## src/hw/rtl/clog_pkg.sv

```systemverilog
// Shared types, constants and helpers of the circular trace log.
`default_nettype none

package clog_pkg;

    localparam int CNT_W         = 5;
    localparam int WORD_W        = 32;
    localparam int DEF_LOG_DEPTH = 16;
    localparam int DEF_CAP       = 16;

    localparam logic OP_APPEND = 1'b0;
    localparam logic OP_READ   = 1'b1;

    localparam logic [1:0] ST_ENTRY       = 2'd0;
    localparam logic [1:0] ST_OVER_CAP    = 2'd1;
    localparam logic [1:0] ST_OVER_STORED = 2'd2;
    localparam logic [1:0] ST_ZERO        = 2'd3;

    typedef struct packed {
        logic              opcode;
        logic [WORD_W-1:0] message_word;
        logic [WORD_W-1:0] arrival_time;
        logic [CNT_W-1:0]  request_count;
    } clog_cmd_t;

    typedef struct packed {
        logic [WORD_W-1:0] entry_message;
        logic [WORD_W-1:0] entry_time;
        logic [1:0]        status;
        logic              last;
    } clog_rsp_t;

    typedef struct packed {
        logic [CNT_W-1:0] capacity_in_use;
    } clog_cfg_t;

    typedef struct packed {
        logic [WORD_W-1:0] message;
        logic [WORD_W-1:0] stamp;
    } clog_entry_t;

    typedef struct packed {
        logic wr_en;
        logic rd_en;
    } clog_mem_ctl_t;

    function automatic logic [CNT_W-1:0] clamp_cap(input logic [CNT_W-1:0] v, input int depth);
        logic [CNT_W-1:0] c;
        c = v;
        if (v == '0)
        begin
            c = CNT_W'(1);
        end
        else if (int'(v) > depth)
        begin
            c = CNT_W'(depth);
        end
        return c;
    endfunction

endpackage

`default_nettype wire

```

## src/hw/rtl/clog_if.sv

```systemverilog
// Valid/ready channel interfaces for command, response and configuration.
`default_nettype none

interface clog_cmd_if import clog_pkg::*; ();
    logic      valid;
    logic      ready;
    clog_cmd_t data;
    modport source (output valid, output data, input ready);
    modport sink (input valid, input data, output ready);
endinterface

interface clog_rsp_if import clog_pkg::*; ();
    logic      valid;
    logic      ready;
    clog_rsp_t data;
    modport source (output valid, output data, input ready);
    modport sink (input valid, input data, output ready);
endinterface

interface clog_cfg_if import clog_pkg::*; ();
    logic      valid;
    logic      ready;
    clog_cfg_t data;
    modport source (output valid, output data, input ready);
    modport sink (input valid, input data, output ready);
endinterface

`default_nettype wire

```

## src/hw/rtl/clog_store.sv

```systemverilog
// Entry memory: one write port, one read port with registered read data.
`default_nettype none

module clog_store import clog_pkg::*; #(
    parameter int LOG_DEPTH = DEF_LOG_DEPTH
) (
    input  wire logic                         clk,
    input  wire clog_mem_ctl_t                ctl,
    input  wire logic [$clog2(LOG_DEPTH)-1:0] wr_addr,
    input  wire clog_entry_t                  wr_data,
    input  wire logic [$clog2(LOG_DEPTH)-1:0] rd_addr,
    output clog_entry_t                       rd_data
);

    clog_entry_t mem [LOG_DEPTH];
    clog_entry_t rd_data_reg;

    always_ff @(posedge clk)
    begin
        if (ctl.wr_en)
        begin
            mem[wr_addr] <= wr_data;
        end
        if (ctl.rd_en)
        begin
            rd_data_reg <= mem[rd_addr];
        end
    end

    assign rd_data = rd_data_reg;

endmodule

`default_nettype wire

```

## src/hw/rtl/clog_ctrl.sv

```systemverilog
// Log sequencer: capacity register, write slot, fill count and newest-first readout.
`default_nettype none

module clog_ctrl import clog_pkg::*; #(
    parameter int LOG_DEPTH = DEF_LOG_DEPTH
) (
    input  wire logic                          clk,
    input  wire logic                          rst_n,
    clog_cmd_if.sink                           cmd,
    clog_rsp_if.source                         rsp,
    clog_cfg_if.sink                           cfg,
    output clog_mem_ctl_t                      mem_ctl,
    output logic [$clog2(LOG_DEPTH)-1:0]       wr_addr,
    output clog_entry_t                        wr_data,
    output logic [$clog2(LOG_DEPTH)-1:0]       rd_addr,
    input  wire clog_entry_t                   rd_data
);

    localparam int AW = $clog2(LOG_DEPTH);

    localparam logic S_IDLE = 1'b0;
    localparam logic S_READ = 1'b1;

    logic [CNT_W-1:0] cap_reg,    cap_next;
    logic [AW-1:0]    wslot_reg,  wslot_next;
    logic [CNT_W-1:0] count_reg,  count_next;
    logic             state_reg,  state_next;
    logic [AW-1:0]    rptr_reg,   rptr_next;
    logic [CNT_W-1:0] remain_reg, remain_next;
    logic             ovalid_reg, ovalid_next;
    logic [1:0]       status_reg, status_next;
    logic             last_reg,   last_next;

    logic             out_free;
    logic             cmd_acc;
    logic             cfg_acc;
    logic [CNT_W-1:0] k;
    logic [AW-1:0]    cap_m1;
    logic [AW-1:0]    newest;
    logic [AW-1:0]    newest_m1;
    logic [AW-1:0]    rptr_m1;
    logic             start_read;
    logic             step_read;

    assign out_free  = !ovalid_reg || rsp.ready;
    assign cmd.ready = (state_reg == S_IDLE) && out_free;
    assign cfg.ready = 1'b1;
    assign cmd_acc   = cmd.valid && cmd.ready;
    assign cfg_acc   = cfg.valid && cfg.ready;
    assign k         = cmd.data.request_count;

    assign cap_m1    = AW'(cap_reg - CNT_W'(1));
    assign newest    = (wslot_reg == '0) ? cap_m1 : wslot_reg - AW'(1);
    assign newest_m1 = (newest == '0) ? cap_m1 : newest - AW'(1);
    assign rptr_m1   = (rptr_reg == '0) ? cap_m1 : rptr_reg - AW'(1);

    assign start_read = cmd_acc && (cmd.data.opcode == OP_READ) && (k != '0)
                        && (k <= cap_reg) && (k <= count_reg);
    assign step_read  = (state_reg == S_READ) && out_free;

    assign mem_ctl.wr_en = cmd_acc && (cmd.data.opcode == OP_APPEND);
    assign mem_ctl.rd_en = start_read || step_read;
    assign wr_addr       = wslot_reg;
    assign wr_data       = '{message: cmd.data.message_word, stamp: cmd.data.arrival_time};
    assign rd_addr       = (state_reg == S_READ) ? rptr_reg : newest;

    always_comb
    begin
        cap_next    = cap_reg;
        wslot_next  = wslot_reg;
        count_next  = count_reg;
        state_next  = state_reg;
        rptr_next   = rptr_reg;
        remain_next = remain_reg;
        ovalid_next = ovalid_reg;
        status_next = status_reg;
        last_next   = last_reg;

        if (rsp.ready)
        begin
            ovalid_next = 1'b0;
        end

        if (cfg_acc)
        begin
            cap_next   = clamp_cap(cfg.data.capacity_in_use, LOG_DEPTH);
            wslot_next = '0;
            count_next = '0;
        end
        else if (cmd_acc && (cmd.data.opcode == OP_APPEND))
        begin
            wslot_next = (wslot_reg == cap_m1) ? '0 : wslot_reg + AW'(1);
            if (count_reg < cap_reg)
            begin
                count_next = count_reg + CNT_W'(1);
            end
        end

        if (cmd_acc && (cmd.data.opcode == OP_READ))
        begin
            ovalid_next = 1'b1;
            last_next   = 1'b1;
            priority if (k == '0)
            begin
                status_next = ST_ZERO;
            end
            else if (k > cap_reg)
            begin
                status_next = ST_OVER_CAP;
            end
            else if (k > count_reg)
            begin
                status_next = ST_OVER_STORED;
            end
            else
            begin
                status_next = ST_ENTRY;
                last_next   = (k == CNT_W'(1));
                rptr_next   = newest_m1;
                remain_next = k - CNT_W'(1);
                if (k != CNT_W'(1))
                begin
                    state_next = S_READ;
                end
            end
        end

        if (step_read)
        begin
            ovalid_next = 1'b1;
            status_next = ST_ENTRY;
            last_next   = (remain_reg == CNT_W'(1));
            rptr_next   = rptr_m1;
            remain_next = remain_reg - CNT_W'(1);
            if (remain_reg == CNT_W'(1))
            begin
                state_next = S_IDLE;
            end
        end
    end

    always_ff @(posedge clk or negedge rst_n)
    begin
        if (!rst_n)
        begin
            cap_reg    <= clamp_cap(CNT_W'(DEF_CAP), LOG_DEPTH);
            wslot_reg  <= '0;
            count_reg  <= '0;
            state_reg  <= S_IDLE;
            remain_reg <= '0;
            ovalid_reg <= 1'b0;
        end
        else
        begin
            cap_reg    <= cap_next;
            wslot_reg  <= wslot_next;
            count_reg  <= count_next;
            state_reg  <= state_next;
            remain_reg <= remain_next;
            ovalid_reg <= ovalid_next;
        end
    end

    always_ff @(posedge clk)
    begin
        rptr_reg   <= rptr_next;
        status_reg <= status_next;
        last_reg   <= last_next;
    end

    assign rsp.valid              = ovalid_reg;
    assign rsp.data.entry_message = (status_reg == ST_ENTRY) ? rd_data.message : '0;
    assign rsp.data.entry_time    = (status_reg == ST_ENTRY) ? rd_data.stamp : '0;
    assign rsp.data.status        = status_reg;
    assign rsp.data.last          = last_reg;

endmodule

`default_nettype wire

```

## src/hw/rtl/circular_log_with_tail_readout_core.sv

```systemverilog
// Circular trace log with newest-first tail readout, top level.
//
// Channels: cmd takes appends (message word plus timestamp) and tail reads;
// rsp returns one transaction per read entry, newest first, last marking the
// final one, or a single status transaction for a read that cannot be served;
// cfg writes the capacity in use, which also empties the log.
// An append gives no response. A tail read of K entries issues one entry
// memory read per cycle while rsp is not stalled; each entry appears on rsp
// in the cycle after its read. The single read port of the entry memory
// sets the readout rate.
// The memory read data register doubles as the response register, so a
// new command is taken in the cycle the pending response is taken.
// Reset empties the log and sets capacity to 16 (or the depth, if smaller);
// the entry memory itself is not cleared.
// When the receiver stalls rsp, the response holds and readout pauses; cmd
// is not ready while a read is still being emitted.
`default_nettype none

module circular_log_with_tail_readout_core import clog_pkg::*; #(
    parameter int LOG_DEPTH = DEF_LOG_DEPTH
) (
    input  wire logic  clk,
    input  wire logic  rst_n,
    clog_cmd_if.sink   cmd,
    clog_rsp_if.source rsp,
    clog_cfg_if.sink   cfg
);

    localparam int AW = $clog2(LOG_DEPTH);

    clog_mem_ctl_t mem_ctl;
    logic [AW-1:0] wr_addr;
    logic [AW-1:0] rd_addr;
    clog_entry_t   wr_data;
    clog_entry_t   rd_data;

    clog_ctrl #(
        .LOG_DEPTH (LOG_DEPTH)
    ) u_clog_ctrl (
        .clk     (clk),
        .rst_n   (rst_n),
        .cmd     (cmd),
        .rsp     (rsp),
        .cfg     (cfg),
        .mem_ctl (mem_ctl),
        .wr_addr (wr_addr),
        .wr_data (wr_data),
        .rd_addr (rd_addr),
        .rd_data (rd_data)
    );

    clog_store #(
        .LOG_DEPTH (LOG_DEPTH)
    ) u_clog_store (
        .clk     (clk),
        .ctl     (mem_ctl),
        .wr_addr (wr_addr),
        .wr_data (wr_data),
        .rd_addr (rd_addr),
        .rd_data (rd_data)
    );

endmodule

`default_nettype wire

```

## src/flat_wrapper.sv

```systemverilog
// flat-port wrapper written by rule: the top's interface ports become plain ports
module circular_log_with_tail_readout_core_flat import clog_pkg::*;
#(
    parameter int LOG_DEPTH = DEF_LOG_DEPTH
)
  (clk, rst_n, cmd_valid, cmd_data, cmd_ready, rsp_valid, rsp_data, rsp_ready, cfg_valid, cfg_data, cfg_ready);
  clog_cmd_if cmd_i ();
  clog_rsp_if rsp_i ();
  clog_cfg_if cfg_i ();
  input  wire logic clk;
  input  wire logic rst_n;
  input wire logic [$bits(cmd_i.valid)-1:0] cmd_valid;
  input wire logic [$bits(cmd_i.data)-1:0] cmd_data;
  output wire logic [$bits(cmd_i.ready)-1:0] cmd_ready;
  output wire logic [$bits(rsp_i.valid)-1:0] rsp_valid;
  output wire logic [$bits(rsp_i.data)-1:0] rsp_data;
  input wire logic [$bits(rsp_i.ready)-1:0] rsp_ready;
  input wire logic [$bits(cfg_i.valid)-1:0] cfg_valid;
  input wire logic [$bits(cfg_i.data)-1:0] cfg_data;
  output wire logic [$bits(cfg_i.ready)-1:0] cfg_ready;
  assign cmd_i.valid = cmd_valid;
  assign cmd_i.data = cmd_data;
  assign cmd_ready = cmd_i.ready;
  assign rsp_valid = rsp_i.valid;
  assign rsp_data = rsp_i.data;
  assign rsp_i.ready = rsp_ready;
  assign cfg_i.valid = cfg_valid;
  assign cfg_i.data = cfg_data;
  assign cfg_ready = cfg_i.ready;
  circular_log_with_tail_readout_core #(.LOG_DEPTH(LOG_DEPTH)) u_core (.clk(clk), .rst_n(rst_n), .cmd(cmd_i), .rsp(rsp_i), .cfg(cfg_i));
endmodule
```

## config.mk

```make
export PLATFORM = sky130hd
export DESIGN_NAME = circular_log_with_tail_readout_core_flat
export DESIGN_NICKNAME = d
export VERILOG_FILES = /design/src/hw/rtl/clog_pkg.sv /design/src/hw/rtl/clog_if.sv /design/src/hw/rtl/clog_store.sv /design/src/hw/rtl/clog_ctrl.sv /design/src/hw/rtl/circular_log_with_tail_readout_core.sv /design/src/flat_wrapper.sv
export SDC_FILE = /design/constraint.sdc
export NUM_CORES = 1
export LEC_CHECK = 0
export ABC_AREA = 1
export ABC_CLOCK_PERIOD_IN_PS = 4350
export BUFFER_PORTS_ARGS = -buffer_cell sky130_fd_sc_hd__buf_2
export CORE_MARGIN = 8
export CORE_UTILIZATION = 25
export DETAILED_ROUTE_END_ITERATION = 12
export GPL_ROUTABILITY_DRIVEN = 0
export SLEW_MARGIN = 20
export SYNTH_ARGS = -nofsm -noshare
export SYNTH_HDL_FRONTEND = slang
export SYNTH_SLANG_ARGS = --single-unit
```

## constraint.sdc

```tcl
create_clock -name clk -period 4.35 [get_ports clk]
set_input_delay 0.435 -clock clk [delete_from_list [all_inputs] [get_ports clk]]
set_output_delay 0.435 -clock clk [all_outputs]
set_load 0.02 [all_outputs]
```

==> results.md <==
* Status: completed
* Mapped cell area at 49670 um2
* Most frequent cells in the layout: 1242 x nand3_1, 1135 x inv_1, 1093 x edfxtp_1
* DRC at 0
* I/O pin total at 150
* Sequential-to-total area share from yosys stat at 67.22%
* Area growth, synth to finish at 16.08%
* Total gr overflow at 0
* H-tree Lvls at 3
* WL per Instance at 18.22 um
* Worst clock skew at 0.07283 ns
* Skew-Pair Late Insertion Delay at 0.76 ns
* RSZ-0062 raised after global routing: false
* Commonest non-fill, non-tap cell in the layout: nand3_1
* Root buffer cell: clkbuf_16
* Synth Instances at 4827
* Syn avg cell area at 10.29 um2
* Flops & latches, synth at 1116
* Hold WS at 0.06134 ns
* Drt total wl at 139900 um
* Global-route wire length before repair at 211100 um
* Final nets at 5032
* Die width at 461.7 um
* DR pass1 iterations at 5
* Count of cell types in the netlist at 39
* Leak pwr at 24.21 nW
* Final setup viols at 0
* ANT nets after route at 0
* Clock buffer depth at 3
* Clock transition at the registers of the reported paths at 0.07 ns
* Slew headroom at 27.37%
* Startpoint Class: flip-flop
* GRT Resource Usage Total at 12.80%
* Max VDD drop at 711.4 uV
* CTS Sinks at 1116
* Worst Path Required at 4.80 ns
* Post-layout min period at 3.249 ns
* Starting DRT DRC Count at 3034
* Fmax achieved at 307.8 MHz
* Number of port buffers at 148
* Max FFs per register at 1024
* WS Path Type: flip-flop to flip-flop
* Vias in the first global route at 33380
* Vias at 33400
* Fin. Hold Viols at 0
* Mapped Nets at 4934
* Drt via density at 4.350
* Slew Limit Fails at 0
* Placed insts at 7432
* Final Power at 37.47 mW
* Die Span Y at 461.7 um
* Fin crit share at 74.69%
* Initial core utilization at 25.16%
* Pin slew with the least headroom to its limit at 1.089 ns
* Worst setup EP type: flip-flop
* Core Footprint at 197400 um2
* CP arrival at 3.70 ns
* Inserted Clock Buffers at 115
* Worst hold path type: input port to flip-flop
* Pin count of the biggest net entering global routing at 129
* Layout cells sized above 1 at 8.408%
* Initial antenna violation count at 40
* Ys Warns at 0
* Dpl hpwl at 74180 um
* Max-Cap Viols at 0
* Final cell count without fillers at 7679
* Power per cell area at 649.8 nW/um2
* Crit-path max FO at 68
* CTS tree: built
* Total die area at 213200 um2
* Num rows at 163
## worst paths after layout
kind,start,to,slack (ns),depth (start not counted)
setup / recovery,u_core.u_clog_ctrl.wr_addr[0]$_DFFE_PN0P_,u_core.u_clog_store.rd_data[51]$_DFFE_PP_,1.10,12
hold / removal,cmd_data[27],u_core.u_clog_store.mem[5][22]$_DFFE_PP_,0.06,1
setup reg to reg,u_core.u_clog_ctrl.wr_addr[0]$_DFFE_PN0P_,u_core.u_clog_store.rd_data[51]$_DFFE_PP_,1.10,12
hold reg to reg,u_core.u_clog_ctrl.remain_reg[1]$_DFFE_PN0P_,u_core.u_clog_ctrl.remain_reg[1]$_DFFE_PN0P_,0.53,2
max in group asynchronous,rst_n,u_core.u_clog_ctrl.cap_reg[4]$_DFFE_PN1P_,3.79,2
min in group asynchronous,rst_n,u_core.u_clog_ctrl.rsp.valid$_DFFE_PN0P_,0.19,2
## repair_timing
| action | in CTS | in global routing |
|---|---|---|
| buffers inserted | 0 | 0 |
| hold endpoints to repair | 72 | 0 |
| gates resized for setup | 0 | 0 |
| hold buffers | 16 | 0 |
| setup endpoints to repair | 0 | 0 |
## routing by layer
layer,part of all wire [%],vias to the layer above,global-route usage [%]
li1,-,15930,-
met1,42,16120,16.48
met2,48,1094,21.48
met3,7.5,249,2.693
met4,2.9,12,4.299
met5,0.055,-,0
## per-stage QoR
stage	cell area (um2)	util (%)	worst slack, ns	setup TNS [ns]
global route	57630	29.19	0.8867	0
floorplan	49670	-	-0.1826	-171.89
CTS	57610	29.18	1.066	0
finish	57660	29.21	1.101	0
detailed placement	53680	27.19	1.220	0
global placement	53680	27.19	1.236	0
## worst max-delay path, cell delays in order, from the launching register on
cell and delay [ns]:
dfrtp_1 0.45, inv_1 0.21, ha_1 0.39, nand2_2 0.16
nand2_1 0.16, nand3_4 0.13, nand2_8 0.41, buf_4 0.39
nand2_1 0.08, nand3_1 0.07, nand3_1 0.08, nand3_1 0.16
nand2_1 0.07
## layout make-up
type / instances / area, um2
diodes: 20 / 50.05
clock buffers: 141 / 2975
clock inverters: 70 / 793.3
fillers: 20380 / 139800
inverters: 1142 / 4295
multi-input cells: 2309 / 10930
flip-flops and latches: 1116 / 33390
well taps: 2640 / 3303
repair buffers: 241 / 1929
## cells in the mapped netlist, drive strengths merged
cell type	instances	area share (%)
nand4	5	0.063
nand2	849	6.4
dfxtp	2	0.081
xor2	9	0.16
edfxtp	1093	66
or2	3	0.038
nand3	1244	13
mux2i	1	0.020
nor3	4	0.040
ha	27	0.68
dfrtp	20	1.0
conb	1	0.0075
o21bai	1	0.015
o21ai	27	0.29
dfstp	1	0.053
o31ai	2	0.030
o22ai	7	0.088
o21a	1	0.015
inv	1140	8.6
o211ai	2	0.030
a31oi	3	0.038
a21oi	22	0.23
clkinv	2	0.015
clkbuf	53	0.40
buf	207	2.2
xnor2	3	0.053
nor2	98	0.77
## power by group
| part | total (mW) | internal (mW) | switching [mW] |
|---|---|---|---|
| clock network | 9.86 | 5.60 | 4.26 |
| logic | 14.7 | 4.22 | 10.4 |
| registers | 13.0 | 12.6 | 0.352 |
## kinds of logic after synthesis
kind of cell               share of synthesized area [%]
adders and majority gates                         0.6801
AOI/OAI and AO/OA                                 0.7406
xor gates and xnor gates                          0.2116
buffers and inverters                              11.21
muxes                                            0.02015
DFF                                                67.22
and+or+nand+nor                                    19.91
other                                           0.007549
Power figures use the tool's default switching activity.
